`src/sac_pkg.sv`:
```
// shared types, constants and exp table for the softmax argmax classifier
// no dependencies
`timescale 1ns / 1ps
package sac_pkg;
  localparam int unsigned MaxLogitsDef = 8;
  localparam logic [3:0] NumLogitsRst = 4'd6;
  localparam logic [16:0] Log2eQ16 = 17'd94548;

  typedef enum logic [3:0] {
    ST_LOAD, ST_RD, ST_SUB, ST_MUL, ST_EXP, ST_DIVINIT, ST_DIVRD, ST_DIVRUN,
    ST_DIVWB, ST_EMRD, ST_EMIT
  } sac_state_t;

  // controller to datapath
  typedef struct packed {
    logic load;     // store accepted logit
    logic clr;      // reset running max and sum
    logic sub;      // form max - logit
    logic mul;      // multiply by log2(e)
    logic expw;     // finish exp, write exp store, accumulate
    logic divinit;  // start division
    logic divstep;  // one quotient bit
    logic divwb;    // write probability, update best
    logic emit;     // load result payload for output
    logic [5:0] idx;
  } sac_cmd_t;

  typedef struct packed {
    logic div_done;
  } sac_sts_t;

  // round(65536 * 2^(-j/16))
  function automatic logic [16:0] pow2_tab(input logic [4:0] j);
    logic [16:0] t;
    unique case (j)
      5'd0: t = 17'd65536;  5'd1: t = 17'd62757;  5'd2: t = 17'd60097;
      5'd3: t = 17'd57549;  5'd4: t = 17'd55109;  5'd5: t = 17'd52773;
      5'd6: t = 17'd50535;  5'd7: t = 17'd48393;  5'd8: t = 17'd46341;
      5'd9: t = 17'd44376;  5'd10: t = 17'd42495; 5'd11: t = 17'd40693;
      5'd12: t = 17'd38968; 5'd13: t = 17'd37316; 5'd14: t = 17'd35734;
      5'd15: t = 17'd34219; default: t = 17'd32768;
    endcase
    return t;
  endfunction
endpackage

```
`src/sac_ram.sv`:
```
// generic single-port-write ram with registered read
// no dependencies
`timescale 1ns / 1ps
module sac_ram #(
  parameter int unsigned WIDTH = 16,
  parameter int unsigned DEPTH = 8
) (
  input  logic                     clk,
  input  logic                     we,
  input  logic [$clog2(DEPTH)-1:0] waddr,
  input  logic [WIDTH-1:0]         wdata,
  input  logic [$clog2(DEPTH)-1:0] raddr,
  output logic [WIDTH-1:0]         rdata
);
  logic [WIDTH-1:0] mem [DEPTH];
  // write and registered read
  always_ff @(posedge clk) begin
    if (we) mem[waddr] <= wdata;
    rdata <= mem[raddr];
  end
endmodule

```
`src/sac_datapath.sv`:
```
// datapath: logit store, exp unit, sum, serial divider, best tracking
// depends on sac_pkg and sac_ram
`timescale 1ns / 1ps
module sac_datapath #(
  parameter int unsigned MAX_LOGITS = sac_pkg::MaxLogitsDef
) (
  input  logic              clk,
  input  logic              rst_n,
  input  sac_pkg::sac_cmd_t cmd,
  output sac_pkg::sac_sts_t sts,
  input  logic [15:0]       in_logit,
  output logic [15:0]       prob,
  output logic [2:0]        best_idx,
  output logic [15:0]       best_p
);
  import sac_pkg::*;
  localparam int unsigned AW = $clog2(MAX_LOGITS);

  logic signed [15:0] max_r, max_nxt;
  logic [19:0] sum_r;
  logic [15:0] lrd, erd, prd;
  logic [16:0] x_r;
  logic [33:0] y_r;
  logic [15:0] e_w;
  logic [36:0] rem_r;
  logic [15:0] q_r;
  logic [4:0]  bit_r;
  logic [2:0]  best_idx_r;
  logic [15:0] best_p_r;
  logic [15:0] prob_r;
  logic [2:0]  obest_idx_r;
  logic [15:0] obest_p_r;
  logic [AW-1:0] a;

  assign a = cmd.idx[AW-1:0];

  sac_ram #(.WIDTH(16), .DEPTH(MAX_LOGITS)) u_lram (
    .clk, .we(cmd.load), .waddr(a), .wdata(in_logit), .raddr(a), .rdata(lrd));
  sac_ram #(.WIDTH(16), .DEPTH(MAX_LOGITS)) u_eram (
    .clk, .we(cmd.expw), .waddr(a), .wdata(e_w), .raddr(a), .rdata(erd));
  sac_ram #(.WIDTH(16), .DEPTH(MAX_LOGITS)) u_pram (
    .clk, .we(cmd.divwb), .waddr(a), .wdata(q_r), .raddr(a), .rdata(prd));

  // running max
  always_comb begin
    max_nxt = max_r;
    if (cmd.clr) max_nxt = 16'sh8000;
    else if (cmd.load && $signed(in_logit) > max_r) max_nxt = $signed(in_logit);
  end

  // exp tail: table interpolation and shift by k
  logic [9:0]  k_w;
  logic [4:0]  j_w;
  logic [11:0] r_w;
  logic [16:0] hi_w, lo_w, v_w, d_w;
  logic [28:0] ip_w;
  logic [17:0] rs_w;
  always_comb begin
    k_w  = y_r[33:24];
    j_w  = {1'b0, y_r[23:20]};
    r_w  = y_r[19:8];
    hi_w = pow2_tab(j_w);
    lo_w = pow2_tab(j_w + 5'd1);
    d_w  = hi_w - lo_w;
    ip_w = d_w * r_w + 29'd2048;
    v_w  = hi_w - 17'(ip_w >> 12);
    if (k_w > 10'd16) rs_w = '0;
    else if (k_w == 10'd0) rs_w = {1'b0, v_w};
    else rs_w = ({1'b0, v_w} + (18'd1 << (k_w[4:0] - 5'd1))) >> k_w[4:0];
    e_w = (rs_w > 18'd65535) ? 16'hFFFF : rs_w[15:0];
  end

  // divider: restoring, one quotient bit per cycle, 17 bits then saturate
  logic [36:0] dsh;
  assign dsh = {17'd0, sum_r} << bit_r;

  always_ff @(posedge clk) begin
    if (!rst_n) begin
      max_r <= 16'sh8000;
      sum_r <= '0;
      best_idx_r <= '0;
      best_p_r <= '0;
    end else begin
      max_r <= max_nxt;
      if (cmd.clr) sum_r <= '0;
      else if (cmd.expw) sum_r <= sum_r + {4'd0, e_w};
      if (cmd.divwb && (cmd.idx == '0 || q_r > best_p_r)) begin
        best_p_r <= q_r;
        best_idx_r <= cmd.idx[2:0];
      end
    end
  end

  // payload registers of the exp and divide pipeline
  always_ff @(posedge clk) begin
    if (cmd.sub) x_r <= 17'($signed({max_r[15], max_r}) - $signed({lrd[15], lrd}));
    if (cmd.mul) y_r <= x_r * Log2eQ16;
    if (cmd.divinit) begin
      rem_r <= {5'd0, erd, 16'd0} + {17'd0, 1'b0, sum_r[19:1]};
      q_r   <= '0;
      bit_r <= 5'd16;
    end else if (cmd.divstep) begin
      if (rem_r >= dsh) begin
        rem_r <= rem_r - dsh;
        if (bit_r == 5'd16) q_r <= 16'hFFFF;
        else if (q_r != 16'hFFFF || bit_r == 5'd15) q_r <= q_r | (16'd1 << bit_r[3:0]);
      end
      bit_r <= bit_r - 5'd1;
    end
  end

  // result payload, held until the next result is issued
  always_ff @(posedge clk) begin
    if (cmd.emit) begin
      prob_r      <= prd;
      obest_idx_r <= best_idx_r;
      obest_p_r   <= best_p_r;
    end
  end

  assign sts.div_done = (bit_r == 5'd0) && cmd.divstep;
  assign prob = prob_r;
  assign best_idx = obest_idx_r;
  assign best_p = obest_p_r;
endmodule

```
`src/sac_ctrl.sv`:
```
// controller: load, exp pass, divide pass and emit sequencing
// depends on sac_pkg
`timescale 1ns / 1ps
module sac_ctrl #(
  parameter int unsigned MAX_LOGITS = sac_pkg::MaxLogitsDef
) (
  input  logic              clk,
  input  logic              rst_n,
  input  logic              in_valid,
  output logic              in_stall,
  input  logic              cfg_we,
  input  logic [3:0]        cfg_data,
  output sac_pkg::sac_cmd_t cmd,
  input  sac_pkg::sac_sts_t sts,
  output logic              out_valid,
  input  logic              out_stall,
  output logic [2:0]        out_idx,
  output logic              out_last
);
  import sac_pkg::*;
  localparam logic [6:0] MaxL = 7'(MAX_LOGITS);

  sac_state_t st_r, st_nxt;
  logic [3:0] nl_r;
  logic [5:0] fill_r, fill_nxt, idx_r, idx_nxt, len_r, len_nxt;
  logic       ov_r, ov_nxt;
  logic [2:0] oi_r, oi_nxt;
  logic       ol_r, ol_nxt;
  logic [6:0] eff;

  // effective vector length
  always_comb begin
    if (nl_r < 4'd2) eff = 7'd2;
    else if ({3'd0, nl_r} > MaxL) eff = MaxL;
    else eff = {3'd0, nl_r};
  end

  always_ff @(posedge clk) begin
    if (!rst_n) begin
      st_r <= ST_LOAD; nl_r <= NumLogitsRst; fill_r <= '0; idx_r <= '0;
      len_r <= '0; ov_r <= 1'b0; oi_r <= '0; ol_r <= 1'b0;
    end else begin
      st_r <= st_nxt; fill_r <= fill_nxt; idx_r <= idx_nxt; len_r <= len_nxt;
      ov_r <= ov_nxt; oi_r <= oi_nxt; ol_r <= ol_nxt;
      if (cfg_we) nl_r <= cfg_data;
    end
  end

  // next state and commands
  always_comb begin
    st_nxt = st_r; fill_nxt = fill_r; idx_nxt = idx_r; len_nxt = len_r;
    ov_nxt = ov_r; oi_nxt = oi_r; ol_nxt = ol_r;
    cmd = '0;
    cmd.idx = idx_r;
    in_stall = 1'b1;
    if (ov_r && !out_stall) ov_nxt = 1'b0;
    unique case (st_r)
      ST_LOAD: begin
        // the last result of a vector must leave before new logits come in
        in_stall = ov_r;
        cmd.idx = fill_r;
        if (in_valid && !ov_r) begin
          cmd.load = 1'b1;
          if ({1'b0, fill_r} + 7'd1 >= eff) begin
            len_nxt = fill_r + 6'd1; fill_nxt = '0; idx_nxt = '0;
            st_nxt = ST_RD;
          end else fill_nxt = fill_r + 6'd1;
        end
      end
      ST_RD: st_nxt = ST_SUB;
      ST_SUB: begin cmd.sub = 1'b1; st_nxt = ST_MUL; end
      ST_MUL: begin cmd.mul = 1'b1; st_nxt = ST_EXP; end
      ST_EXP: begin
        cmd.expw = 1'b1;
        if (idx_r + 6'd1 == len_r) begin idx_nxt = '0; st_nxt = ST_DIVRD; end
        else begin idx_nxt = idx_r + 6'd1; st_nxt = ST_RD; end
      end
      ST_DIVRD: st_nxt = ST_DIVINIT;
      ST_DIVINIT: begin cmd.divinit = 1'b1; st_nxt = ST_DIVRUN; end
      ST_DIVRUN: begin
        cmd.divstep = 1'b1;
        if (sts.div_done) st_nxt = ST_DIVWB;
      end
      ST_DIVWB: begin
        cmd.divwb = 1'b1;
        if (idx_r + 6'd1 == len_r) begin idx_nxt = '0; st_nxt = ST_EMRD; end
        else begin idx_nxt = idx_r + 6'd1; st_nxt = ST_DIVRD; end
      end
      ST_EMRD: begin
        if (!ov_r || !out_stall) st_nxt = ST_EMIT;
      end
      ST_EMIT: begin
        cmd.emit = 1'b1;
        ov_nxt = 1'b1; oi_nxt = idx_r[2:0];
        ol_nxt = (idx_r + 6'd1 == len_r);
        if (idx_r + 6'd1 == len_r) begin
          idx_nxt = '0; cmd.clr = 1'b1; st_nxt = ST_LOAD;
        end else begin idx_nxt = idx_r + 6'd1; st_nxt = ST_EMRD; end
      end
      default: st_nxt = ST_LOAD;
    endcase
  end

  assign out_valid = ov_r;
  assign out_idx = oi_r;
  assign out_last = ol_r;
endmodule

```
`src/softmax_argmax_classifier_top.sv`:
```
// Softmax with argmax over up to MAX_LOGITS signed Q8.8 logits. Logits are
// taken one per cycle while in_stall is low, until num_logits (clamped to
// 2..MAX_LOGITS) have arrived; then the controller runs one exp pass (read,
// subtract, multiply and exp steps per element through a shared exp unit) and
// one divide pass (restoring divider, one bit per cycle), then emits one result
// per element. No new logit is taken until the last result has left. depends on
// sac_pkg, sac_ctrl, sac_datapath.
`timescale 1ns / 1ps
module softmax_argmax_classifier_top #(
  parameter int unsigned MAX_LOGITS = sac_pkg::MaxLogitsDef
) (
  input  logic        clk,
  input  logic        rst_n,
  input  logic        cfg_we,
  input  logic [3:0]  cfg_num_logits,
  input  logic        in_valid,
  output logic        in_stall,
  input  logic [15:0] in_logit,
  output logic        out_valid,
  input  logic        out_stall,
  output logic [2:0]  out_element_index,
  output logic [15:0] out_probability,
  output logic [2:0]  out_best_index,
  output logic [15:0] out_best_confidence,
  output logic        out_last
);
  import sac_pkg::*;
  sac_cmd_t cmd;
  sac_sts_t sts;

  sac_ctrl #(.MAX_LOGITS(MAX_LOGITS)) u_ctrl (
    .clk, .rst_n, .in_valid, .in_stall, .cfg_we, .cfg_data(cfg_num_logits),
    .cmd, .sts, .out_valid, .out_stall, .out_idx(out_element_index), .out_last);

  sac_datapath #(.MAX_LOGITS(MAX_LOGITS)) u_dp (
    .clk, .rst_n, .cmd, .sts, .in_logit, .prob(out_probability),
    .best_idx(out_best_index), .best_p(out_best_confidence));
endmodule

```
`config.mk`:
```
export PLATFORM = sky130hd
export DESIGN_NAME = softmax_argmax_classifier_top
export DESIGN_NICKNAME = d
export VERILOG_FILES = /design/src/sac_pkg.sv /design/src/sac_ram.sv /design/src/sac_datapath.sv /design/src/sac_ctrl.sv /design/src/softmax_argmax_classifier_top.sv
export SDC_FILE = /design/constraint.sdc
export NUM_CORES = 2
export LEC_CHECK = 0
export BUFFER_PORTS_ARGS = -buffer_cell sky130_fd_sc_hd__buf_4
export CORE_MARGIN = 3
export CORE_UTILIZATION = 43
export CTS_CLUSTER_DIAMETER = 40
export DETAILED_ROUTE_END_ITERATION = 10
export PLACE_DENSITY = 0.68
export SLEW_MARGIN = 10
export SYNTH_ARGS = -nofsm -noshare
export SYNTH_HDL_FRONTEND = slang
export SYNTH_SLANG_ARGS = --single-unit
```
`constraint.sdc`:
```
create_clock -name clk -period 14.1 [get_ports clk]
set_input_delay 2.82 -clock clk [delete_from_list [all_inputs] [get_ports clk]]
set_output_delay 2.82 -clock clk [all_outputs]
set_load 0.005 [all_outputs]
```
==> impl_metrics.env <==
export IMPL_status="finished clean"
export IMPL_yosysMostFrequentCell="edfxtp_1"
export IMPL_multi_input_area_um2=24300
export IMPL_worst_setup_path_type="reg2reg"
export IMPL_grt_usage_pct=20.6
export IMPL_r2r_start="u_dp.y_r[23]"
export IMPL_synth_largest_area_cell="edfxtp_1"
export IMPL_rr_worst_depth=56
export IMPL_num_antenna_cells=0
export IMPL_design_core_area_um2=102000
export IMPL_routed_wirelength_um=111000
export IMPL_grt_pass1_wl_um=177000
export IMPL_slowest_stage="edfxtp_1"
export IMPL_syn_area_per_cell_um2=10.6
export IMPL_tightest_slew_ns=1.19
export IMPL_io_pin_count=66
export IMPL_grt_busiest_layer="met2"
export IMPL_hpwl_um=78800
export IMPL_drv_cap=0
export IMPL_yosys_top_cells_area="edfxtp_1 (34%), ha_1 (11%), fa_1 (10%), dfxtp_1 (7.8%), nand2_1 (3.6%)"
export IMPL_first_pass_iters=5
export IMPL_clkSlewWorstSetupHoldPaths_ns=0.06
export IMPL_clock_path_buffers=3
export IMPL_grt_pass1_vias=31900
export IMPL_portBuffers=65
export IMPL_drive_above_1_share_pct=10.7
export IMPL_fillers=9216
export IMPL_htree_levels=3
export IMPL_max_vdd_ir_drop_mv=0.116
export IMPL_vias=32000
export IMPL_ant_nets=0
export IMPL_use_met3_pct=2.44
export IMPL_arrival_ns=14.05
export IMPL_critPathRequiredTime_ns=14.67
export IMPL_cts_tree="done"
export IMPL_cp_common_cell="fa_1"
export IMPL_max_slew_margin_rel_pct=19.9
export IMPL_power_leakage_nw=20.8
export IMPL_cts_hold_buf=0
export IMPL_clock_fmax_ghz=0.0742
export IMPL_synth_top_area_share_pct=33.7
export IMPL_seq_area_frac_synth_pct=41.5
export IMPL_period_minus_slack_ns=13.48
export IMPL_fin_tns_setup_ns=0
export IMPL_grt_use_met1_pct=27.4
export IMPL_final_hold_viol_count=0
export IMPL_min_delay_worst_endpoint="u_dp.prob[13]"
export IMPL_fp_dieArea_um2=107000
export IMPL_overflow=0
export IMPL_cp_start_kind="flop"
export IMPL_synth_edf_count=499
export IMPL_seq_area_um2=18400
export IMPL_synth_cells=4207
export IMPL_syn_area_um2=44400
export IMPL_slowest_delay_ns=0.57
export IMPL_worstHoldStart="u_dp.u_pram.rdata[13]"
export IMPL_drv_slew=0
export IMPL_synth_net_count=4857
export IMPL_place_gp_congestion=0.889
export IMPL_clk_latency_ns=0.67
export IMPL_ys_ff_latch=671
export IMPL_final_core_util_pct=49.2
export IMPL_start_util_pct=43.5
export IMPL_nets=4957
export IMPL_num_rows=117
export IMPL_die_h_um=327
export IMPL_hold_depth=0
export IMPL_endpoint_kind="flop"
export IMPL_grt_max_degree=72
export IMPL_synthArstFlopShare_pct=0
export IMPL_hold_worst_slack_ns=0.403
export IMPL_vias_per_cell=5.57
export IMPL_die_x_um=327
export IMPL_post_route_period_util_pct=95.6
export IMPL_rrSetupSlack_ns=0.62
export IMPL_area_growth_pct=13.2
export IMPL_met2_usage_pct=35.6
export IMPL_reg2reg_to="u_dp.sum_r[11]"
export IMPL_ys_warn_count=0
export IMPL_antenna_found_initial=0
export IMPL_clock_sinks=671
export IMPL_synth_common_cells="edfxtp_1 (499), nand2_1 (423), inv_1 (420), ha_1 (394), nor2_1 (256)"
export IMPL_yosys_most_used_dff="edfxtp_1"
export IMPL_post_drt_wl_per_cell_um=19.3
export IMPL_numCtsBuffers=82
export IMPL_critPathMaxFanout=16
export IMPL_drt_drc_violations_left=0
export IMPL_hp_class="reg2reg"
export IMPL_powerDensity_nw_per_um2=108
export IMPL_final_setup_skew_ns=0.0544
export IMPL_ys_types=81
export IMPL_setup_viol=0
export IMPL_drt_iter0_markers=2231
export IMPL_cts_root_buf="clkbuf_16"
==> placed cells by master (no fill, tap or decap), types with 20 or more instances in the layout <==
cell       count
edfxtp_1     499
nand2_1      423
inv_1        419
ha_1         386
nor2_1       245
fa_1         230
a21oi_1      189
buf_4        184
dfxtp_1      172
o21ai_0      166
a22oi_1      105
xnor2_1       96
and2_1        95
mux2i_1       86
clkbuf_16     85
nand3_1       77
a21o_1        66
nor2b_1       60
xor2_1        55
nor3_1        51
a211oi_1      44
nand2b_1      42
o21a_1        40
nand4_1       37
and3_1        34
a221oi_1      24
a31oi_1       22
a22o_1        20
==> through the flow <==
stage          setup WS, ns  cell area [um^2]  total power (W)  std cells
3_3_place_gp        -0.0743             46900          0.00323       5580
5_1_grt              -0.139             50300          0.00568       5745
3_5_place_dp         -0.375             46900          0.00324       5580
2_1_floorplan         0.135             44400          0.00296       4207
6_report              0.619             50300          0.00544       5745
4_1_cts              0.0277             49900          0.00542       5735
==> cell families after synthesis <==
logic type | count (synthesis) | synth area share [%]
compound gates | 875 | 13.2
xor+xnor | 165 | 3.25
fa+ha+maj | 625 | 21.5
buf+inv | 590 | 5.01
flops | 671 | 41.5
mux | 121 | 3.25
simple gates | 1160 | 12.3
==> worst max-delay path, delay by kind of cell (launching register included) <==
kind / cells / cell delay [ns]
simple gates: 10 / 1.43
mux: 1 / 0.50
buf+inv: 6 / 0.93
flops: 1 / 0.57
xor+xnor: 5 / 0.87
compound gates: 23 / 4.69
fa+ha+maj: 11 / 4.38
==> registers in the layout (all words and copies together) (netlist names), 17 cells and up <==
signal,flops
u_dp.x_r,17
u_dp.u_eram.mem,128
u_dp.rem_r,37
u_dp.hi_w,17
u_dp.u_pram.mem,128
u_dp.u_lram.mem,128
u_dp.y_r,26
u_dp.sum_r,20
==> worst max-delay path by stage <==
stage,endpoint,cells after the start,slack [ns],startpoint
floorplan,u_dp.sum_r[17],63,0.13,u_dp.y_r[20]
global placement,u_dp.sum_r[18],61,-0.07,u_dp.y_r[20]
detailed placement,u_dp.sum_r[18],60,-0.38,u_dp.y_r[21]
CTS,u_dp.sum_r[18],61,0.03,u_dp.y_r[20]
global route,u_dp.sum_r[11],60,-0.14,u_dp.y_r[20]
finish,u_dp.sum_r[11],56,0.62,u_dp.y_r[23]
==> power breakdown <==
part	switching, W	internal, W	total [W]
Clock	0.000890	0.00128	0.00217
Sequential	0.0000334	0.00218	0.00221
Combinational	0.000614	0.000442	0.00106
==> repair_timing <==
| action | CTS | global route |
|---|---|---|
| cloned | 0 | 0 |
| resized for setup | 13 | 81 |
| pin swaps | 0 | 24 |
| endpoints found under the setup margin | 11 | 14 |
| setup buffers | 1 | 10 |
==> final cells by class <==
class                           count  area share (%)
Inverter                          421            3.15
Clock buffer                      102            4.48
Multi-Input combinational cell   2946            48.3
Clock inverter                     52            1.30
Timing Repair Buffer              185            2.77
Sequential cell                   671            36.6
Tap cell                         1368            3.40
==> per-layer routing <==
metal	up-vias	wire length (um)
met5	-	0
met4	0	2750
met3	161	5800
met2	904	54500
met1	15800	48000
li1	15100	-
No activity file was read; power rests on OpenSTA's default activity.
